`config.mk`:
```
export PLATFORM = sky130hd
export DESIGN_NAME = input_change_log_encoder_unit_flat
export DESIGN_NICKNAME = d
export VERILOG_FILES = /design/src/rtl/icle_pkg.sv /design/src/rtl/icle_if.sv /design/src/rtl/input_change_log_encoder_unit.sv /design/src/flat_wrapper.sv
export SDC_FILE = /design/constraint.sdc
export NUM_CORES = 1
export LEC_CHECK = 0
export ABC_AREA = 1
export BUFFER_PORTS_ARGS = -buffer_cell sky130_fd_sc_hd__buf_2
export CORE_MARGIN = 1.5
export CORE_UTILIZATION = 61
export CTS_CLUSTER_SIZE = 16
export DETAILED_ROUTE_END_ITERATION = 8
export MAX_ROUTING_LAYER = met4
export PLACE_DENSITY_LB_ADDON = 0.12
export SYNTH_ARGS = -nofsm -noshare
export SYNTH_HDL_FRONTEND = slang
export SYNTH_SLANG_ARGS = --single-unit
```
`constraint.sdc`:
```
create_clock -name clock -period 9 [get_ports clock]
set_input_delay 2.25 -clock clock [delete_from_list [all_inputs] [get_ports clock]]
set_output_delay 2.25 -clock clock [all_outputs]
set_load 0.05 [all_outputs]
```
`src/rtl/icle_pkg.sv`:
```
`timescale 1ns / 1ps

package icle_pkg;

   localparam int DELTA_WIDTH_DEFAULT = 32;
   localparam int BYTES_WIDTH = 17;
   localparam logic [BYTES_WIDTH-1:0] BYTES_MAX = 17'h1FFFF;
   localparam logic [15:0] LOG_LIMIT_RESET = 16'd4096;
   localparam int GROUP_BITS = 7;
   localparam logic [7:0] CONT_FLAG = 8'h80;

   // micro-op codes
   localparam logic [2:0] OP_ACCEPT = 3'd0;
   localparam logic [2:0] OP_VARINT = 3'd1;
   localparam logic [2:0] OP_MASK   = 3'd2;
   localparam logic [2:0] OP_TALLY  = 3'd3;
   localparam logic [2:0] OP_CHECK  = 3'd4;

   // jump conditions
   localparam logic [1:0] COND_NEVER    = 2'd0;
   localparam logic [1:0] COND_ALWAYS   = 2'd1;
   localparam logic [1:0] COND_NO_EVENT = 2'd2;
   localparam logic [1:0] COND_MORE     = 2'd3;

   localparam int STEP_WIDTH = 3;
   localparam logic [STEP_WIDTH-1:0] STEP_ACCEPT = 3'd0;
   localparam logic [STEP_WIDTH-1:0] STEP_VARINT = 3'd1;
   localparam logic [STEP_WIDTH-1:0] STEP_MASK   = 3'd2;
   localparam logic [STEP_WIDTH-1:0] STEP_TALLY  = 3'd3;
   localparam logic [STEP_WIDTH-1:0] STEP_CHECK  = 3'd4;
   localparam logic [STEP_WIDTH-1:0] STEP_LAST   = STEP_CHECK;

   typedef struct packed {
      logic [2:0]            op;
      logic [1:0]            cond;
      logic [STEP_WIDTH-1:0] target;
   } ctrl_word_type;

   // control store
   function automatic ctrl_word_type ucode_rom(input logic [STEP_WIDTH-1:0] step);
      ctrl_word_type w;
      case (step)
         STEP_ACCEPT: w = '{op: OP_ACCEPT, cond: COND_NO_EVENT, target: STEP_TALLY};
         STEP_VARINT: w = '{op: OP_VARINT, cond: COND_MORE,     target: STEP_VARINT};
         STEP_MASK:   w = '{op: OP_MASK,   cond: COND_NEVER,    target: STEP_ACCEPT};
         STEP_TALLY:  w = '{op: OP_TALLY,  cond: COND_NEVER,    target: STEP_ACCEPT};
         STEP_CHECK:  w = '{op: OP_CHECK,  cond: COND_ALWAYS,   target: STEP_ACCEPT};
         default:     w = '{op: OP_CHECK,  cond: COND_ALWAYS,   target: STEP_ACCEPT};
      endcase
      return w;
   endfunction

endpackage

```
`src/rtl/icle_if.sv`:
```
`timescale 1ns / 1ps

interface icle_req_if;
   logic       valid;
   logic       ready;
   logic [7:0] input_bits;
   logic       new_run;
   modport source (output valid, output input_bits, output new_run, input ready);
   modport sink   (input valid, input input_bits, input new_run, output ready);
endinterface

interface icle_rsp_if;
   logic       valid;
   logic       ready;
   logic [7:0] log_byte;
   logic       last_of_event;
   modport source (output valid, output log_byte, output last_of_event, input ready);
   modport sink   (input valid, input log_byte, input last_of_event, output ready);
endinterface

interface icle_csr_if;
   logic        valid;
   logic        ready;
   logic [15:0] log_limit;
   modport source (output valid, output log_limit, input ready);
   modport sink   (input valid, input log_limit, output ready);
endinterface

```
`src/rtl/input_change_log_encoder_unit.sv`:
```
`timescale 1ns / 1ps

// Change log encoder: one item per tick carries an action mask; each logged event comes out
// as an unsigned LEB128 tick delta followed by the mask byte (last_of_event marks it). A small
// microcoded sequencer runs one control word per cycle, holding at accept until a tick arrives
// and at an output step while the single output register is full: accept, one step per output
// byte, then a byte tally and a limit check; a tick that logs nothing skips the output steps.
// The next tick is taken only when the sequencer is back at its accept step. log_limit may be
// written at any time.
module input_change_log_encoder_unit #(
   parameter int DELTA_WIDTH = icle_pkg::DELTA_WIDTH_DEFAULT
) (
   input  logic clock,
   input  logic reset,
   icle_req_if.sink   req_chan,
   icle_rsp_if.source rsp_chan,
   icle_csr_if.sink   csr_chan
);

   localparam int MAX_BYTES = (DELTA_WIDTH + icle_pkg::GROUP_BITS - 1) / icle_pkg::GROUP_BITS + 1;
   localparam int CNT_W = $clog2(MAX_BYTES + 1);
   localparam int BW = icle_pkg::BYTES_WIDTH;

   logic [icle_pkg::STEP_WIDTH-1:0] pc_ff, pc_in;
   logic [DELTA_WIDTH-1:0] ticks_ff, ticks_in;
   logic [DELTA_WIDTH-1:0] delta_ff, delta_in;
   logic [7:0]    last_mask_ff, last_mask_in;
   logic [BW-1:0] bytes_ff, bytes_in;
   logic [CNT_W-1:0] count_ff, count_in;
   logic          recording_ff, recording_in;
   logic          awaiting_ff, awaiting_in;
   logic [15:0]   limit_ff;
   logic          rsp_valid_ff, rsp_valid_in;
   logic [7:0]    rsp_byte_ff, rsp_byte_in;
   logic          rsp_last_ff, rsp_last_in;

   icle_pkg::ctrl_word_type cw;
   logic slot_free, req_fire, hold, event_now, more, taken;
   logic rec_eff, seed_eff;
   logic [7:0] lm_eff;
   logic [DELTA_WIDTH-1:0] ticks_eff, ticks_inc;
   logic [BW:0] tally;

   assign cw        = icle_pkg::ucode_rom(pc_ff);
   assign slot_free = !rsp_valid_ff || rsp_chan.ready;
   assign req_chan.ready = (cw.op == icle_pkg::OP_ACCEPT);
   assign req_fire  = req_chan.valid && req_chan.ready;
   assign more      = |delta_ff[DELTA_WIDTH-1:icle_pkg::GROUP_BITS];

   // new run overrides the stored run state on the accepting tick
   assign rec_eff   = req_chan.new_run || recording_ff;
   assign seed_eff  = req_chan.new_run || awaiting_ff;
   assign lm_eff    = req_chan.new_run ? 8'd0 : last_mask_ff;
   assign ticks_eff = req_chan.new_run ? '0 : ticks_ff;
   assign ticks_inc = (&ticks_eff) ? ticks_eff : ticks_eff + 1'b1;
   assign event_now = rec_eff && (seed_eff || (req_chan.input_bits != lm_eff));
   assign tally     = {1'b0, bytes_ff} + (BW + 1)'(count_ff);

   always_comb begin
      hold = 1'b0;
      case (cw.op)
         icle_pkg::OP_ACCEPT: hold = !req_fire;
         icle_pkg::OP_VARINT,
         icle_pkg::OP_MASK:   hold = !slot_free;
         default:             hold = 1'b0;
      endcase
      taken = 1'b0;
      case (cw.cond)
         icle_pkg::COND_NEVER:    taken = 1'b0;
         icle_pkg::COND_ALWAYS:   taken = 1'b1;
         icle_pkg::COND_NO_EVENT: taken = !event_now;
         icle_pkg::COND_MORE:     taken = more;
         default:                 taken = 1'b0;
      endcase
      if (hold) begin
         pc_in = pc_ff;
      end else if (taken) begin
         pc_in = cw.target;
      end else begin
         pc_in = pc_ff + 1'b1;
      end
   end

   always_comb begin
      ticks_in     = ticks_ff;
      delta_in     = delta_ff;
      last_mask_in = last_mask_ff;
      bytes_in     = bytes_ff;
      count_in     = count_ff;
      recording_in = recording_ff;
      awaiting_in  = awaiting_ff;
      rsp_valid_in = rsp_valid_ff && !rsp_chan.ready;
      rsp_byte_in  = rsp_byte_ff;
      rsp_last_in  = rsp_last_ff;
      case (cw.op)
         icle_pkg::OP_ACCEPT: begin
            if (req_fire) begin
               count_in = '0;
               if (req_chan.new_run) begin
                  bytes_in     = '0;
                  recording_in = 1'b1;
                  awaiting_in  = 1'b1;
                  ticks_in     = '0;
                  last_mask_in = 8'd0;
               end
               if (rec_eff) begin
                  if (seed_eff) begin
                     awaiting_in  = 1'b0;
                     ticks_in     = '0;
                     delta_in     = '0;
                     last_mask_in = req_chan.input_bits;
                  end else if (req_chan.input_bits != lm_eff) begin
                     delta_in     = ticks_inc;
                     ticks_in     = '0;
                     last_mask_in = req_chan.input_bits;
                  end else begin
                     ticks_in = ticks_inc;
                  end
               end
            end
         end
         icle_pkg::OP_VARINT: begin
            if (slot_free) begin
               rsp_valid_in = 1'b1;
               rsp_byte_in  = {more, delta_ff[icle_pkg::GROUP_BITS-1:0]};
               rsp_last_in  = 1'b0;
               delta_in     = delta_ff >> icle_pkg::GROUP_BITS;
               count_in     = count_ff + 1'b1;
            end
         end
         icle_pkg::OP_MASK: begin
            if (slot_free) begin
               rsp_valid_in = 1'b1;
               rsp_byte_in  = last_mask_ff;
               rsp_last_in  = 1'b1;
               count_in     = count_ff + 1'b1;
            end
         end
         icle_pkg::OP_TALLY: begin
            bytes_in = (tally > {1'b0, icle_pkg::BYTES_MAX}) ? icle_pkg::BYTES_MAX : tally[BW-1:0];
         end
         icle_pkg::OP_CHECK: begin
            if (bytes_ff > {{(BW - 16){1'b0}}, limit_ff}) begin
               recording_in = 1'b0;
            end
         end
         default: begin
            recording_in = recording_ff;
         end
      endcase
   end

   always_ff @(posedge clock) begin
      if (reset) begin
         pc_ff        <= icle_pkg::STEP_ACCEPT;
         ticks_ff     <= '0;
         last_mask_ff <= 8'd0;
         bytes_ff     <= '0;
         recording_ff <= 1'b1;
         awaiting_ff  <= 1'b1;
         limit_ff     <= icle_pkg::LOG_LIMIT_RESET;
         rsp_valid_ff <= 1'b0;
      end else begin
         pc_ff        <= pc_in;
         ticks_ff     <= ticks_in;
         last_mask_ff <= last_mask_in;
         bytes_ff     <= bytes_in;
         recording_ff <= recording_in;
         awaiting_ff  <= awaiting_in;
         rsp_valid_ff <= rsp_valid_in;
         if (csr_chan.valid) begin
            limit_ff <= csr_chan.log_limit;
         end
      end
   end

   always_ff @(posedge clock) begin
      delta_ff    <= delta_in;
      count_ff    <= count_in;
      rsp_byte_ff <= rsp_byte_in;
      rsp_last_ff <= rsp_last_in;
   end

   assign csr_chan.ready         = 1'b1;
   assign rsp_chan.valid         = rsp_valid_ff;
   assign rsp_chan.log_byte      = rsp_byte_ff;
   assign rsp_chan.last_of_event = rsp_last_ff;

   a_pc_range: assert property (@(posedge clock) disable iff (reset)
      pc_ff <= icle_pkg::STEP_LAST)
      else $error("sequencer step out of range");

   a_emit_stall: assert property (@(posedge clock) disable iff (reset)
      ((pc_ff == icle_pkg::STEP_VARINT || pc_ff == icle_pkg::STEP_MASK)
       && rsp_valid_ff && !rsp_chan.ready) |=> $stable(pc_ff))
      else $error("sequencer advanced over a full output register");

   a_seed_emits: assert property (@(posedge clock) disable iff (reset)
      (req_fire && req_chan.new_run) |=> (pc_ff == icle_pkg::STEP_VARINT))
      else $error("new run did not start a seed event");

   a_bytes_cap: assert property (@(posedge clock) disable iff (reset)
      bytes_ff <= icle_pkg::BYTES_MAX)
      else $error("byte count beyond its cap");

endmodule

```
`src/flat_wrapper.sv`:
```
// flat-port wrapper written by rule: the top's interface ports become plain ports
module input_change_log_encoder_unit_flat 
#(
   parameter int DELTA_WIDTH = icle_pkg::DELTA_WIDTH_DEFAULT
)
  (clock, reset, req_chan_valid, req_chan_input_bits, req_chan_new_run, req_chan_ready, rsp_chan_valid, rsp_chan_log_byte, rsp_chan_last_of_event, rsp_chan_ready, csr_chan_valid, csr_chan_log_limit, csr_chan_ready);
  icle_req_if req_chan_i ();
  icle_rsp_if rsp_chan_i ();
  icle_csr_if csr_chan_i ();
  input  logic clock;
  input  logic reset;
  input wire logic [$bits(req_chan_i.valid)-1:0] req_chan_valid;
  input wire logic [$bits(req_chan_i.input_bits)-1:0] req_chan_input_bits;
  input wire logic [$bits(req_chan_i.new_run)-1:0] req_chan_new_run;
  output wire logic [$bits(req_chan_i.ready)-1:0] req_chan_ready;
  output wire logic [$bits(rsp_chan_i.valid)-1:0] rsp_chan_valid;
  output wire logic [$bits(rsp_chan_i.log_byte)-1:0] rsp_chan_log_byte;
  output wire logic [$bits(rsp_chan_i.last_of_event)-1:0] rsp_chan_last_of_event;
  input wire logic [$bits(rsp_chan_i.ready)-1:0] rsp_chan_ready;
  input wire logic [$bits(csr_chan_i.valid)-1:0] csr_chan_valid;
  input wire logic [$bits(csr_chan_i.log_limit)-1:0] csr_chan_log_limit;
  output wire logic [$bits(csr_chan_i.ready)-1:0] csr_chan_ready;
  assign req_chan_i.valid = req_chan_valid;
  assign req_chan_i.input_bits = req_chan_input_bits;
  assign req_chan_i.new_run = req_chan_new_run;
  assign req_chan_ready = req_chan_i.ready;
  assign rsp_chan_valid = rsp_chan_i.valid;
  assign rsp_chan_log_byte = rsp_chan_i.log_byte;
  assign rsp_chan_last_of_event = rsp_chan_i.last_of_event;
  assign rsp_chan_i.ready = rsp_chan_ready;
  assign csr_chan_i.valid = csr_chan_valid;
  assign csr_chan_i.log_limit = csr_chan_log_limit;
  assign csr_chan_ready = csr_chan_i.ready;
  input_change_log_encoder_unit #(.DELTA_WIDTH(DELTA_WIDTH)) u_core (.clock(clock), .reset(reset), .req_chan(req_chan_i), .rsp_chan(rsp_chan_i), .csr_chan(csr_chan_i));
endmodule
```
== Word level (Yosys, flattened, before mapping) ==
Cells that the tools add are included.
Storage, ports and cells
  register bits after elaboration: 123
  input port bits: 30
  output and inout port bits: 12
  logic and storage cells: 107
Cells by class
  add/sub/neg operators: 4
  $lt $le $gt $ge: 2
  eq/ne operators: 19
  mux-type cells: 41
  reduce and logical (&&, ||, !) cells: 29
Operators by type and width (count)
  two-way mux 32 bit: 10
  case mux 32 bit (2 select lines): 1
  two-way mux 17 bit: 3
  two-way mux 8 bit: 6
  case mux 17 bit (2 select lines): 1
  adder 32 x 1 -> 32 bit, second input constant: 1
  case mux 8 bit (4 select lines): 1
  AND reduction 32 bit: 1
  OR reduction 25 bit: 1
  adder 17 x 3 -> 18 bit: 1
  > comparator 18 x 17 -> 1 bit, second input constant: 1
  > comparator 17 x 16 -> 1 bit: 1
  case mux 8 bit (2 select lines): 1
  == test 3 x 2 -> 1 bit, second input constant: 4
  two-way mux 1 bit: 10
  nonzero test 2 bit: 5
  two-way mux 3 bit: 3
  AND reduction 3 bit: 3
  != test 2 x 1 -> 1 bit, second input constant: 4
  != test 8 bit: 1
  adder 3 x 1 -> 3 bit, second input constant: 2
  == test 3 x 1 -> 1 bit, second input constant: 2
  zero test 3 bit: 2
  != test 2 bit, second input constant: 3
  other kinds (15): 27

== Depth between registers and ports, before layout ==
Gate-level depths: netlist of the first run.
  word-level depth: 8
  mapped depth: 15
  mapped depth without buffers: 13

== Least setup slack after synthesis of the first run ==
Ideal clock, no wire load.
  path type: input to register
  from: in req_chan_new_run
  to: reg u_core.delta_ff[0], enable pin
  library setup time: 475 ps
  data arrival time: 5548 ps
  data required time: 8525 ps
  path slack: 2978 ps
  stages: 11
  buffers on the path: 2
  cells stage by stage: buf_6 > inv_8 > buf_8 > nand3b_1 > nand2_1 > clkinv_1 > nand2_1 > nor2_1 > nand2_2 > nand2_1 > a221oi_1
On the way
  cells in the longest elaborated chain, start to end: 4
  elaborated cells between the ends (all ways): 7
  classes of those cells: 3 x eq/ne; 1 x mux; 3 x reduce/logical
Ends and longest elaborated chain
  from (decl): line flat_wrapper.sv:14  | input wire logic [$bits(req_chan_i.new_run)-1:0] req_chan_new_run;
  two-way mux 8 bit: line input_change_log_encoder_unit.sv:53  | assign lm_eff = req_chan.new_run ? 8'd0 : last_mask_ff;
  != test 8 bit: line input_change_log_encoder_unit.sv:112  | end else if (req_chan.input_bits != lm_eff) begin
  != test 3 bit (no source line)
  AND reduction 5 bit (no source line) *
  to (signal assigned): line input_change_log_encoder_unit.sv:178  | delta_ff <= delta_in;
  to (decl): line input_change_log_encoder_unit.sv:26  | logic [DELTA_WIDTH-1:0] delta_ff, delta_in;
Every way passes the cells marked *; elsewhere a longest branch is shown, timed or not.
A chain may end at the register's enable or synchronous reset.

== Worst setup path in the final report of the first run ==
  from: in req_chan_new_run
  to: reg u_core.ticks_ff[8]
On the way
  cells in the longest elaborated chain, start to end: 6
  elaborated cells between the ends (all ways): 11
  classes of those cells: 1 x add/sub; 1 x eq/ne; 6 x mux; 3 x reduce/logical
Ends and longest elaborated chain
  two-way mux 32 bit
  adder 32 x 1 -> 32 bit or AND reduction 32 bit (tied branches): line input_change_log_encoder_unit.sv:55  | assign ticks_inc = (&ticks_eff) ? ticks_eff : ticks_eff + 1'b1;
  two-way mux 32 bit: line input_change_log_encoder_unit.sv:55
  two-way mux 32 bit: line input_change_log_encoder_unit.sv:112
  two-way mux 32 bit: line input_change_log_encoder_unit.sv:107  | if (seed_eff) begin
  two-way mux 32 bit *: line input_change_log_encoder_unit.sv:106  | if (rec_eff) begin
  to (signal assigned): line input_change_log_encoder_unit.sv:165  | ticks_ff <= ticks_in;
  to (decl): line input_change_log_encoder_unit.sv:25  | logic [DELTA_WIDTH-1:0] ticks_ff, ticks_in;
Marked as above.

==> results of run 1 <==
## report_power, final
part / total, mW / switching [mW] / internal (mW)
logic: 0.663 / 0.490 / 0.172
registers: 0.849 / 0.0736 / 0.776
clock network: 0.681 / 0.269 / 0.412
## metal layers
metal,GRT usage,share of wire,up-vias
li1,-,-,3540
met1,0.449,0.47,3152
met2,0.439,0.43,283
met3,0.0485,0.076,27
met4,0.0979,0.018,0
met5,-,0,-
## kinds of logic (layout without fill, tap and decap cells)
kind of cell             Yosys count  after routing  share of synthesized area
AO/OA/AOI/OAI                    181            181                      0.130
XOR/XNOR                          26             26                     0.0299
adder cells (fa/ha/maj)           27             27                     0.0453
buffers and inverters            157            194                     0.0921
flip-flops                       123            123                      0.381
other                              1              1                   0.000492
AND/OR/NAND/NOR                  561            561                      0.322
## sequential cells by signal (all words and copies together) (netlist names)
| name | flops |
|---|---|
| u_core.rsp_chan.valid | 1 |
| u_core.rsp_chan.log_byte | 8 |
| u_core.pc_ff | 3 |
| u_core.last_mask_ff | 8 |
| u_core.limit_ff | 16 |
| u_core.awaiting_ff | 1 |
| u_core.bytes_ff | 17 |
| u_core.rsp_chan.last_of_event | 1 |
| u_core.count_ff | 3 |
| u_core.delta_ff | 32 |
| u_core.recording_ff | 1 |
| u_core.ticks_ff | 32 |
## final cells by class
type | instances | area (µm²) | area share
clock buffers | 17 | 425 | 0.0505
clock inverters | 15 | 166 | 0.0198
inverters | 117 | 447 | 0.0530
multi-input cells | 796 | 4040 | 0.479
flip-flops and latches | 123 | 2900 | 0.345
well taps | 168 | 210 | 0.0250
repair buffers | 45 | 238 | 0.0282
## synthesized netlist by cell type (all sizes together)
library cell,count
nand4,13
o211ai,2
nor3,9
nand3,51
nand3b,7
o21ai,73
a21o,1
edfxtp,44
a21oi,88
conb,1
a31o,1
clkbuf,18
xnor2,17
buf,22
xor2,9
fa,1
dfxtp,79
a31oi,1
a22oi,8
inv,113
a32o,6
ha,26
nand2,341
clkinv,4
nor2,138
nor4,1
or2,1
a221oi,1
## path summary, 6_finish.rpt
path,startpoint,endpoint,slack [ns],depth (start not counted)
setup / recovery,req_chan_new_run,u_core.ticks_ff[8],4.06,7
hold / removal,u_core.awaiting_ff,u_core.awaiting_ff,0.46,2
setup reg to reg,u_core.pc_ff[0],u_core.delta_ff[1],5.46,10
hold reg to reg,u_core.awaiting_ff,u_core.awaiting_ff,0.46,2
## stage by stage
stage          cells  worst slack [ns]  instance area [µm²]
2_1_floorplan   1076              2.98                 7620
3_3_place_gp    1249              3.82                 7830
3_5_place_dp    1249              3.71                 7830
4_1_cts         1281              4.12                 8420
5_1_grt         1281              3.79                 8420
6_report        1281              4.06                 8420
## worst min-delay path, delay by kind of cell (launching register included)
family        cells  cell delay (ns)
simple gates      2             0.11
flops             1             0.31
==> impl_results.html, run 1 <==
<table>
<tr><th>Metric</th><th>Value</th></tr>
<tr><th colspan="2">Global route</th></tr>
<tr><td>Initial antenna violation count</td><td>0</td></tr>
<tr><td>Total global routing track utilization</td><td>0.308</td></tr>
<tr><td>Via count of the first global-routing pass</td><td>6133</td></tr>
<tr><td>Pin count of the biggest net entering global routing</td><td>53</td></tr>
<tr><td>Global route overflow</td><td>0</td></tr>
<tr><td>First-pass GRT wire length</td><td>30.7 mm</td></tr>
<tr><th colspan="2">Setup path</th></tr>
<tr><td>Kind of end point of the critical path</td><td>flop</td></tr>
<tr><td>Gate family responsible for the most delay along the worst path</td><td>simple AND/OR/NAND/NOR gates</td></tr>
<tr><td>Startpoint kind of the worst setup timing path</td><td>input pin</td></tr>
<tr><td>Crit path top cell by count</td><td>nor2_1</td></tr>
<tr><td>Count of buffer and inverter cells on the critical path</td><td>3</td></tr>
<tr><td>CP cell instances</td><td>buf_2 -&gt; buf_4 -&gt; nor2_1 -&gt; clkinv_1 -&gt; nand2_1 -&gt; a22oi_1 -&gt; nor2_1</td></tr>
<tr><td>Slowest stage cell on the critical path</td><td>nand2_1</td></tr>
<tr><td>Worst Path Class, Setup</td><td>input pin to flop</td></tr>
<tr><td>Top fanout value on the critical path</td><td>37</td></tr>
<tr><td>Largest stage delay on the critical path</td><td>0.88 ns</td></tr>
<tr><td>WP data arrival</td><td>5.29 ns</td></tr>
<tr><td>Data required time of the worst path</td><td>9.35 ns</td></tr>
<tr><th colspan="2">Pwr</th></tr>
<tr><td>Lkg Pwr</td><td>3.42 nW</td></tr>
<tr><td>Post-layout power</td><td>2.19 mW</td></tr>
<tr><td>Peak supply drop</td><td>164 µV</td></tr>
<tr><td>Power per cell area</td><td>260 mW/mm²</td></tr>
<tr><th colspan="2">Timing</th></tr>
<tr><td>Setup total negative slack</td><td>0 ns</td></tr>
<tr><td>Fmax</td><td>203 MHz</td></tr>
<tr><td>Count of final setup violators</td><td>0</td></tr>
<tr><td>Worst-margin pin slew</td><td>1.24 ns</td></tr>
<tr><td>Number of hold-slack violations in the final timing report</td><td>0</td></tr>
<tr><td>WHS</td><td>0.460 ns</td></tr>
<tr><td>Slew margin rel.</td><td>0.173</td></tr>
<tr><td>Pins over their slew limit</td><td>0</td></tr>
<tr><td>Setup repair after global routing missed its margin</td><td>false</td></tr>
<tr><td>Fraction of the cycle the final worst path needs</td><td>0.549</td></tr>
<tr><td>Final critical-path required period</td><td>4.94 ns</td></tr>
<tr><td>Worst Clk Skew</td><td>0.00798 ns</td></tr>
<tr><th colspan="2">CTS</th></tr>
<tr><td>H-tree depth reported by CTS</td><td>4</td></tr>
<tr><td>Total clock sinks</td><td>123</td></tr>
<tr><td>Post-CTS Hold Buffers</td><td>0</td></tr>
<tr><td>Buffers inserted during post-CTS setup optimization</td><td>0</td></tr>
<tr><td>Clk pin slew, worst setup/hold paths</td><td>0.06 ns</td></tr>
<tr><td>Cells resized by post-CTS repair</td><td>0</td></tr>
<tr><td>Skew-Pair Late Insertion Delay</td><td>0.42 ns</td></tr>
<tr><td>CTS tree</td><td>built</td></tr>
<tr><td>Clock root buffer</td><td>clkbuf_16</td></tr>
<tr><td>Clk buf depth</td><td>2</td></tr>
<tr><td>Number of buffers created by CTS</td><td>17</td></tr>
<tr><th colspan="2">Floorplanning</th></tr>
<tr><td>Core ar.</td><td>0.0121 mm²</td></tr>
<tr><td>Initial Utilization</td><td>0.629</td></tr>
<tr><td>Vertical die dimension</td><td>115 µm</td></tr>
<tr><td>Row count</td><td>40</td></tr>
<tr><td>Area enclosed by the die boundary</td><td>0.0132 mm²</td></tr>
<tr><td>Die span in x</td><td>115 µm</td></tr>
<tr><td>Number of I/O pins</td><td>42</td></tr>
<tr><th colspan="2">Final layout</th></tr>
<tr><td>Area added between synthesis and finish</td><td>10.5%</td></tr>
<tr><td>Number of antenna repair diodes</td><td>0</td></tr>
<tr><td>Layout filler cell count</td><td>1081</td></tr>
<tr><td>Fraction of the core area covered by cells at the end of the flow</td><td>0.696</td></tr>
<tr><td>Commonest cells after routing, fill and taps aside</td><td>331 x nand2_1, 110 x inv_1, 106 x nor2_1, 84 x a21oi_1, 79 x dfxtp_1</td></tr>
<tr><td>Leading cell type in the layout, fill and taps excluded</td><td>nand2_1</td></tr>
<tr><td>Share of cells above drive strength 1</td><td>0.119</td></tr>
<tr><td># nets final</td><td>1157</td></tr>
<tr><th colspan="2">Route</th></tr>
<tr><td>DRC violations left</td><td>0</td></tr>
<tr><td>Via count normalized by instance count</td><td>5.47</td></tr>
<tr><td>1st-iter DRT viols</td><td>684</td></tr>
<tr><td>Total detailed-routing wirelength</td><td>18.5 mm</td></tr>
<tr><td>Vias after detailed routing</td><td>7002</td></tr>
<tr><td>Average detailed-routed wire length per instance</td><td>14.4 µm</td></tr>
<tr><td>Initial DRT Pass Iterations</td><td>7</td></tr>
<tr><td>Number of nets with antenna violations after detailed routing</td><td>0</td></tr>
<tr><th colspan="2">Yosys</th></tr>
<tr><td>Yosys warnings</td><td>0</td></tr>
<tr><td>Largest cells by area after synthesis</td><td>dfxtp_1 21%, edfxtp_1 17%, nand2_1 16%</td></tr>
<tr><td>Gate count after technology mapping</td><td>1076</td></tr>
<tr><td>Post-synth top area cell</td><td>dfxtp_1</td></tr>
<tr><td>Post-synthesis sequential element count</td><td>123</td></tr>
<tr><td>Post-Synthesis Net Count</td><td>1133</td></tr>
<tr><td>Netlist area before placement</td><td>0.00762 mm²</td></tr>
<tr><td>Count of distinct cell types in the synthesized netlist</td><td>44</td></tr>
<tr><td>Syn avg cell area</td><td>7.08 µm²</td></tr>
<tr><td>Yosys top cell area share</td><td>0.207</td></tr>
<tr><td>Proportion of synthesized chip area in sequential cells</td><td>0.381</td></tr>
<tr><th colspan="2">Min path</th></tr>
<tr><td>Worst min-delay path category</td><td>flop to flop</td></tr>
<tr><th colspan="2">Status</th></tr>
<tr><td>Outcome</td><td>finished clean</td></tr>
<tr><th colspan="2">Place</th></tr>
<tr><td>Final estimated routing congestion in global placement</td><td>0.999</td></tr>
<tr><td>Dpl hpwl</td><td>13.3 mm</td></tr>
<tr><td>Input/output buffers</td><td>40</td></tr>
<tr><th colspan="2">Run</th></tr>
<tr><td>Max Cap Violations</td><td>0</td></tr>
</table>
Note: power is estimated with default switching activity, not from simulation.
==> inputs of run 2 (changes only) <==
Settings changed: ABC_AREA 1 to 0.
Clock period 9 ns to 4.85 ns, I/O delays scaled along.
==> run 2 against run 1 <==
Utilization is 0.86 points higher. Combinational power up 66%. Worst hold slack better by 0.031 ns. Synthesized area fell by 7.8%. Via count decreased by 10%. Total power up 84%. First-iteration DRC count increased by 15%. Wire length rose by 2.1%. Clock-buffer cell count up 2. Sequential power increased by 85%. Non-clock buffer count up 5. Largest cell class unchanged.
==> impl_results.html, run 2 <==
<table>
<tr><th>Metric</th><th>Value</th></tr>
<tr><th colspan="2">Status</th></tr>
<tr><td>Outcome</td><td>finished clean</td></tr>
<tr><th colspan="2">Timing</th></tr>
<tr><td>Fraction of the cycle the final worst path needs</td><td>0.719</td></tr>
<tr><td>Count of final setup violators</td><td>0</td></tr>
<tr><td>Worst Clk Skew</td><td>0.00538 ns</td></tr>
<tr><td>Setup total negative slack</td><td>0 ns</td></tr>
<tr><td>Worst-margin pin slew</td><td>1.04 ns</td></tr>
<tr><td>Slew margin rel.</td><td>0.302</td></tr>
<tr><td>Setup repair after global routing missed its margin</td><td>false</td></tr>
<tr><td>Number of hold-slack violations in the final timing report</td><td>0</td></tr>
<tr><td>Pins over their slew limit</td><td>0</td></tr>
<tr><td>Final critical-path required period</td><td>3.49 ns</td></tr>
<tr><td>WHS</td><td>0.491 ns</td></tr>
<tr><td>Fmax</td><td>287 MHz</td></tr>
<tr><th colspan="2">Place</th></tr>
<tr><td>Input/output buffers</td><td>40</td></tr>
<tr><td>Dpl cells</td><td>941</td></tr>
<tr><td>Final estimated routing congestion in global placement</td><td>0.970</td></tr>
<tr><td>Dpl hpwl</td><td>13.1 mm</td></tr>
<tr><th colspan="2">CTS</th></tr>
<tr><td>Clk buf depth</td><td>2</td></tr>
<tr><td>Post-CTS Hold Buffers</td><td>0</td></tr>
<tr><td>Cells resized by post-CTS repair</td><td>0</td></tr>
<tr><td>H-tree depth reported by CTS</td><td>4</td></tr>
<tr><td>Total clock sinks</td><td>123</td></tr>
<tr><td>Buffers inserted during post-CTS setup optimization</td><td>0</td></tr>
<tr><td>CTS tree</td><td>built</td></tr>
<tr><td>Number of buffers created by CTS</td><td>17</td></tr>
<tr><td>Clock root buffer</td><td>clkbuf_16</td></tr>
<tr><td>Clk pin slew, worst setup/hold paths</td><td>0.05 ns</td></tr>
<tr><td>Skew-Pair Late Insertion Delay</td><td>0.42 ns</td></tr>
<tr><th colspan="2">Route</th></tr>
<tr><td>Vias after detailed routing</td><td>6277</td></tr>
<tr><td>DRC violations left</td><td>0</td></tr>
<tr><td>Total detailed-routing wirelength</td><td>18.9 mm</td></tr>
<tr><td>Initial DRT Pass Iterations</td><td>6</td></tr>
<tr><td>1st-iter DRT viols</td><td>786</td></tr>
<tr><td>Via count normalized by instance count</td><td>6.45</td></tr>
<tr><td>Number of nets with antenna violations after detailed routing</td><td>0</td></tr>
<tr><td>Average detailed-routed wire length per instance</td><td>19.4 µm</td></tr>
<tr><th colspan="2">Yosys</th></tr>
<tr><td>Yosys top cell area share</td><td>0.225</td></tr>
<tr><td>Proportion of synthesized chip area in sequential cells</td><td>0.413</td></tr>
<tr><td>Yosys warnings</td><td>0</td></tr>
<tr><td>Most frequent cell after synthesis</td><td>dfxtp_1</td></tr>
<tr><td>Syn avg cell area</td><td>9.00 µm²</td></tr>
<tr><td>Share of flip-flops with an asynchronous set or reset after synthesis</td><td>0</td></tr>
<tr><td>Post-synthesis sequential element count</td><td>123</td></tr>
<tr><td>Gate count after technology mapping</td><td>781</td></tr>
<tr><td>Post-Synthesis Net Count</td><td>838</td></tr>
<tr><td>Post-synth top area cell</td><td>dfxtp_1</td></tr>
<tr><td>Count of distinct cell types in the synthesized netlist</td><td>69</td></tr>
<tr><td>Netlist area before placement</td><td>0.00703 mm²</td></tr>
<tr><td>Flip-flop cell with the highest count after synthesis</td><td>dfxtp_1</td></tr>
<tr><td>Number of enable flip-flop cells after synthesis</td><td>44</td></tr>
<tr><td>Leading post-synthesis cells by instance count</td><td>79 x dfxtp_1, 74 x nor2_1, 59 x o21ai_0</td></tr>
<tr><td>Largest cells by area after synthesis</td><td>dfxtp_1 22%, edfxtp_1 19%, ha_1 4.6%</td></tr>
<tr><th colspan="2">Min path</th></tr>
<tr><td>Worst min-delay path category</td><td>flop to flop</td></tr>
<tr><th colspan="2">Floorplanning</th></tr>
<tr><td>Die span in x</td><td>110 µm</td></tr>
<tr><td>Number of I/O pins</td><td>42</td></tr>
<tr><td>Core ar.</td><td>0.0113 mm²</td></tr>
<tr><td>Area enclosed by the die boundary</td><td>0.0122 mm²</td></tr>
<tr><td>Initial Utilization</td><td>0.621</td></tr>
<tr><td>Vertical die dimension</td><td>110 µm</td></tr>
<tr><td>Row count</td><td>39</td></tr>
<tr><th colspan="2">Final layout</th></tr>
<tr><td>Share of cells above drive strength 1</td><td>0.128</td></tr>
<tr><td>Commonest cells after routing, fill and taps aside</td><td>79 x dfxtp_1, 74 x nor2_1, 59 x o21ai_0, 58 x nand2_1, 47 x a21oi_1</td></tr>
<tr><td>Multi-input logic area</td><td>0.00386 mm²</td></tr>
<tr><td>Layout filler cell count</td><td>867</td></tr>
<tr><td>Non-filler instance count after layout</td><td>973</td></tr>
<tr><td>Leading registers by flop count</td><td>u_core.delta_ff: 32 flops, u_core.ticks_ff: 32 flops, u_core.bytes_ff: 17 flops</td></tr>
<tr><td>Sequential standard cell area</td><td>0.00290 mm²</td></tr>
<tr><td>Area added between synthesis and finish</td><td>13.4%</td></tr>
<tr><td>Number of antenna repair diodes</td><td>0</td></tr>
<tr><td># nets final</td><td>874</td></tr>
<tr><td>Leading cell type in the layout, fill and taps excluded</td><td>dfxtp_1</td></tr>
<tr><th colspan="2">Global route</th></tr>
<tr><td>Global route overflow</td><td>0</td></tr>
<tr><td>Met3 track utilization from global routing</td><td>0.0788</td></tr>
<tr><td>Global-route track usage on met1</td><td>0.456</td></tr>
<tr><td>First-pass GRT wire length</td><td>29.4 mm</td></tr>
<tr><td>Initial antenna violation count</td><td>0</td></tr>
<tr><td>Most congested layer reported by global routing</td><td>met2</td></tr>
<tr><td>Pin count of the biggest net entering global routing</td><td>46</td></tr>
<tr><td>Total global routing track utilization</td><td>0.332</td></tr>
<tr><td>M2 GR Usage</td><td>0.485</td></tr>
<tr><td>Via count of the first global-routing pass</td><td>5641</td></tr>
<tr><th colspan="2">Setup path</th></tr>
<tr><td>Largest stage delay on the critical path</td><td>0.47 ns</td></tr>
<tr><td>Data required time of the worst path</td><td>4.97 ns</td></tr>
<tr><td>WP data arrival</td><td>3.61 ns</td></tr>
<tr><td>Slowest stage cell on the critical path</td><td>nor4_2</td></tr>
<tr><td>Worst Path Class, Setup</td><td>input pin to flop</td></tr>
<tr><td>Crit path top cell by count</td><td>nand4_1</td></tr>
<tr><td>Startpoint kind of the worst setup timing path</td><td>input pin</td></tr>
<tr><td>Top fanout value on the critical path</td><td>20</td></tr>
<tr><td>Kind of end point of the critical path</td><td>flop</td></tr>
<tr><td>CP cell instances</td><td>buf_2 -&gt; nor2b_1 -&gt; ha_1 -&gt; nand4_1 -&gt; nor4_2 -&gt; nand3_1 -&gt; nand4_1 -&gt; xnor2_1 -&gt; o21ai_0</td></tr>
<tr><th colspan="2">Pwr</th></tr>
<tr><td>Power per cell area</td><td>507 mW/mm²</td></tr>
<tr><td>Lkg Pwr</td><td>2.95 nW</td></tr>
<tr><td>Peak supply drop</td><td>437 µV</td></tr>
<tr><td>Post-layout power</td><td>4.04 mW</td></tr>
<tr><th colspan="2">Run</th></tr>
<tr><td>Max Cap Violations</td><td>0</td></tr>
</table>
==> run 2: cell types whose count changed in the layout (fill, tap and decap cells not counted), sizes merged, moves of 16 or more <==
cell	before	now
nand3	51	28
nor4	1	17
inv	117	35
nand2	341	58
a21oi	88	48
mux2i	0	17
or3	0	18
nor2	138	74
==> run 2: layer usage <==
| layer | routed length [µm] | up-vias | part of all wire |
|---|---|---|---|
| met5 | 0 | - | 0 |
| met4 | 316 | 0 | 0.017 |
| met3 | 1760 | 35 | 0.093 |
| met2 | 8380 | 310 | 0.44 |
| met1 | 8440 | 2988 | 0.45 |
| li1 | - | 2944 | - |
==> run 2: cell families after synthesis <==
| logic type | after synthesis | share of synthesized area |
|---|---|---|
| compound gates | 178 | 0.155 |
| fa+ha+maj | 27 | 0.0491 |
| buf+inv | 67 | 0.0399 |
| simple gates | 320 | 0.256 |
| other cells | 1 | 0.000533 |
| flops | 123 | 0.413 |
| mux | 25 | 0.0370 |
| xor+xnor | 40 | 0.0498 |
==> run 2: metrics by stage <==
step / cell area [µm²] / worst slack, ns / utilization
after floorplan: 7030 / 0.530 / -
after global placement: 7340 / 1.11 / 0.648
after detailed placement: 7340 / 0.982 / 0.648
after CTS: 7970 / 1.41 / 0.704
after global routing: 7970 / 1.18 / 0.704
final: 7970 / 1.36 / 0.704
==> run 2: final timing paths <==
kind	from	to	slack (ns)	cells past startpoint
worst min-delay path	u_core.limit_ff[12]	u_core.limit_ff[12]	0.49	2
worst min register to register	u_core.limit_ff[12]	u_core.limit_ff[12]	0.49	2
worst max-delay path	req_chan_new_run	u_core.delta_ff[8]	1.36	9
worst max register to register	u_core.pc_ff[2]	u_core.ticks_ff[13]	1.60	7
==> run 2: cell type report <==
type | count | area share
Inverter | 34 | 0.0160
Clock inverter | 13 | 0.0248
Multi-Input combinational cell | 591 | 0.484
Timing Repair Buffer | 50 | 0.0345
Tap cell | 143 | 0.0224
Sequential cell | 123 | 0.364
Clock buffer | 19 | 0.0543
==> run 2: power breakdown <==
| group | total (mW) | switching, mW | internal [mW] |
|---|---|---|---|
| logic | 1.10 | 0.762 | 0.334 |
| registers | 1.57 | 0.165 | 1.41 |
| clock network | 1.37 | 0.465 | 0.907 |
| total | 4.04 | 1.39 | 2.65 |
==> run 2: worst max-delay path, delay by kind of cell <==
kind / cells / cell delay (ns)
fa+ha+maj: 1 / 0.29
compound gates: 1 / 0.09
buf+inv: 1 / 0.23
simple gates: 5 / 1.66
xor+xnor: 1 / 0.13
==> inputs of run 3 (changes only) <==
Settings changed: CORE_UTILIZATION 61 to 56.
Clock period 4.85 ns to 3.2 ns, I/O delays scaled along.
==> run 3 against run 2 <==
Register-to-register slack got worse by 1.2 ns. Non-clock buffer count is 16 higher. Sequential cell count stayed put. Final cell count is 4.2% higher. Highest routed layer unchanged. Die area rose by 8.7%. Setup slack lost 1.3 ns. Critical path type is now flop to output port. Via count is 0.92% higher. Clock skew grew 0.00084 ns. Largest cell class unchanged.
==> impl_results.html, run 3 (synthesized netlist as in run 2, its figures left out) <==
<table>
<tr><th>Metric</th><th>Value</th></tr>
<tr><th colspan="2">Floorplanning</th></tr>
<tr><td>Area enclosed by the die boundary</td><td>0.0132 mm²</td></tr>
<tr><td>Die span in x</td><td>115 µm</td></tr>
<tr><td>Vertical die dimension</td><td>115 µm</td></tr>
<tr><td>Core ar.</td><td>0.0121 mm²</td></tr>
<tr><td>Row count</td><td>40</td></tr>
<tr><td>Initial Utilization</td><td>0.580</td></tr>
<tr><td>Number of I/O pins</td><td>42</td></tr>
<tr><th colspan="2">Pwr</th></tr>
<tr><td>Power per cell area</td><td>770 mW/mm²</td></tr>
<tr><td>Post-layout power</td><td>6.29 mW</td></tr>
<tr><td>Lkg Pwr</td><td>3.05 nW</td></tr>
<tr><td>Peak supply drop</td><td>460 µV</td></tr>
<tr><th colspan="2">CTS</th></tr>
<tr><td>Post-CTS Hold Buffers</td><td>0</td></tr>
<tr><td>Clock root buffer</td><td>clkbuf_16</td></tr>
<tr><td>Buffers inserted during post-CTS setup optimization</td><td>0</td></tr>
<tr><td>H-tree depth reported by CTS</td><td>4</td></tr>
<tr><td>Clk pin slew, worst setup/hold paths</td><td>0.06 ns</td></tr>
<tr><td>Skew-Pair Late Insertion Delay</td><td>0.42 ns</td></tr>
<tr><td>Clk buf depth</td><td>2</td></tr>
<tr><td>Number of buffers created by CTS</td><td>17</td></tr>
<tr><td>Cells resized by post-CTS repair</td><td>0</td></tr>
<tr><td>CTS tree</td><td>built</td></tr>
<tr><td>Total clock sinks</td><td>123</td></tr>
<tr><th colspan="2">Run</th></tr>
<tr><td>Max Cap Violations</td><td>0</td></tr>
<tr><th colspan="2">Setup path</th></tr>
<tr><td>Critical Path Sink</td><td>req_chan_ready</td></tr>
<tr><td>Startpoint kind of the worst setup timing path</td><td>flop</td></tr>
<tr><td>Worst reg-to-reg path cell count</td><td>7</td></tr>
<tr><td>Top fanout value on the critical path</td><td>9</td></tr>
<tr><td>Total number of cells along the worst setup path</td><td>5</td></tr>
<tr><td>Gate family responsible for the most delay along the worst path</td><td>simple AND/OR/NAND/NOR gates</td></tr>
<tr><td>Largest stage delay on the critical path</td><td>0.49 ns</td></tr>
<tr><td>Slowest stage cell on the critical path</td><td>dfxtp_1</td></tr>
<tr><td>Data required time of the worst path</td><td>2.40 ns</td></tr>
<tr><td>CP cell instances</td><td>inv_1 -&gt; ha_1 -&gt; or3_1 -&gt; nor2_1 -&gt; buf_2</td></tr>
<tr><td>Worst R2R Start</td><td>u_core.pc_ff[2]</td></tr>
<tr><td>FF-to-FF setup slack</td><td>0.42 ns</td></tr>
<tr><td>Kind of end point of the critical path</td><td>output port</td></tr>
<tr><td>WP data arrival</td><td>2.30 ns</td></tr>
<tr><td>Worst Path Class, Setup</td><td>flop to output port</td></tr>
<tr><td>Count of buffer and inverter cells on the critical path</td><td>2</td></tr>
<tr><td>Reg-to-Reg End</td><td>u_core.delta_ff[13]</td></tr>
<tr><td>CP Launch Point</td><td>u_core.pc_ff[2]</td></tr>
<tr><th colspan="2">Place</th></tr>
<tr><td>Dpl cells</td><td>982</td></tr>
<tr><td>Setup Slack @ Placement</td><td>0.116 ns</td></tr>
<tr><td>Final estimated routing congestion in global placement</td><td>0.974</td></tr>
<tr><td>Dpl hpwl</td><td>13.5 mm</td></tr>
<tr><td>Input/output buffers</td><td>40</td></tr>
<tr><th colspan="2">Timing</th></tr>
<tr><td>Count of final setup violators</td><td>0</td></tr>
<tr><td>Fraction of the cycle the final worst path needs</td><td>0.968</td></tr>
<tr><td>Number of hold-slack violations in the final timing report</td><td>0</td></tr>
<tr><td>Worst-margin pin slew</td><td>0.887 ns</td></tr>
<tr><td>Fmax</td><td>323 MHz</td></tr>
<tr><td>Final critical-path required period</td><td>3.10 ns</td></tr>
<tr><td>Pins over their slew limit</td><td>0</td></tr>
<tr><td>WHS</td><td>0.492 ns</td></tr>
<tr><td>Final critical-path setup slack</td><td>0.102 ns</td></tr>
<tr><td>Slew margin rel.</td><td>0.404</td></tr>
<tr><td>Setup repair after global routing missed its margin</td><td>false</td></tr>
<tr><td>Worst Clk Skew</td><td>0.00622 ns</td></tr>
<tr><td>Setup total negative slack</td><td>0 ns</td></tr>
<tr><th colspan="2">Global route</th></tr>
<tr><td>Total global routing track utilization</td><td>0.310</td></tr>
<tr><td>Pin count of the biggest net entering global routing</td><td>38</td></tr>
<tr><td>First-pass GRT wire length</td><td>30.4 mm</td></tr>
<tr><td>Initial antenna violation count</td><td>0</td></tr>
<tr><td>Via count of the first global-routing pass</td><td>5882</td></tr>
<tr><td>Global route overflow</td><td>0</td></tr>
<tr><th colspan="2">Final layout</th></tr>
<tr><td>Non-filler instance count after layout</td><td>1014</td></tr>
<tr><td>Leading cell type in the layout, fill and taps excluded</td><td>dfxtp_1</td></tr>
<tr><td>Area added between synthesis and finish</td><td>16.2%</td></tr>
<tr><td>Commonest cells after routing, fill and taps aside</td><td>79 x dfxtp_1, 74 x nor2_1, 59 x o21ai_0, 58 x nand2_1, 47 x a21oi_1</td></tr>
<tr><td>Multi-input logic area</td><td>0.00386 mm²</td></tr>
<tr><td># nets final</td><td>890</td></tr>
<tr><td>Layout filler cell count</td><td>1008</td></tr>
<tr><td>Leading registers by flop count</td><td>u_core.delta_ff: 32 flops, u_core.ticks_ff: 32 flops, u_core.bytes_ff: 17 flops</td></tr>
<tr><td>Number of antenna repair diodes</td><td>0</td></tr>
<tr><td>Sequential standard cell area</td><td>0.00290 mm²</td></tr>
<tr><td>Share of cells above drive strength 1</td><td>0.149</td></tr>
<tr><th colspan="2">Route</th></tr>
<tr><td>1st-iter DRT viols</td><td>846</td></tr>
<tr><td>Total detailed-routing wirelength</td><td>19.0 mm</td></tr>
<tr><td>Vias after detailed routing</td><td>6335</td></tr>
<tr><td>Initial DRT Pass Iterations</td><td>5</td></tr>
<tr><td>Number of nets with antenna violations after detailed routing</td><td>0</td></tr>
<tr><td>DRC violations left</td><td>0</td></tr>
<tr><td>Average detailed-routed wire length per instance</td><td>18.7 µm</td></tr>
<tr><td>Via count normalized by instance count</td><td>6.25</td></tr>
<tr><th colspan="2">Min path</th></tr>
<tr><td>Worst min-delay path category</td><td>flop to flop</td></tr>
<tr><th colspan="2">Status</th></tr>
<tr><td>Outcome</td><td>finished clean</td></tr>
</table>
==> run 3: worst min-delay path by stage <==
stage | cells after the start | slack [ns] | startpoint | to
2_1_floorplan | 2 | 0.45 | u_core.awaiting_ff | u_core.awaiting_ff
3_3_place_gp | 2 | 0.47 | u_core.limit_ff[1] | u_core.limit_ff[1]
3_5_place_dp | 2 | 0.48 | u_core.limit_ff[12] | u_core.limit_ff[12]
4_1_cts | 2 | 0.50 | u_core.limit_ff[12] | u_core.limit_ff[12]
5_1_grt | 2 | 0.53 | u_core.limit_ff[3] | u_core.limit_ff[3]
6_report | 2 | 0.49 | u_core.limit_ff[12] | u_core.limit_ff[12]
==> run 3: where the power goes <==
part / switching (mW) / total [mW] / internal (mW)
Clock: 0.770 / 2.17 / 1.40
Sequential: 0.244 / 2.38 / 2.13
Combinational: 1.18 / 1.75 / 0.564
==> run 3: metrics by stage <==
stage               instance area (µm²)   util
finish                             8170  0.675
CTS                                8170  0.675
detailed placement                 7510  0.620
global route                       8170  0.675
floorplan                          7040      -
global placement                   7510  0.620
==> run 3: area by class of cell <==
type | instances | share of cell area
Clock buffer | 17 | 0.0521
Clock inverter | 15 | 0.0285
Inverter | 34 | 0.0156
Multi-Input combinational cell | 591 | 0.473
Sequential cell | 123 | 0.355
Tap cell | 168 | 0.0257
Timing Repair Buffer | 66 | 0.0499
==> run 3: per-layer routing <==
layer	vias to the layer above	share of wire	GRT usage
met1	3015	0.46	0.444
met2	310	0.44	0.438
met3	27	0.086	0.0543
li1	2983	-	-
met5	-	0	-
met4	0	0.017	0.114
==> run 3: worst reg2reg max path, stage by stage (launching register included) <==
cell and delay [ns]:
dfxtp_1 0.49, inv_1 0.17, ha_1 0.31, or3_1 0.47, nor2_1 0.18, or3_1 0.46
buf_4 0.32, o21ai_0 0.13
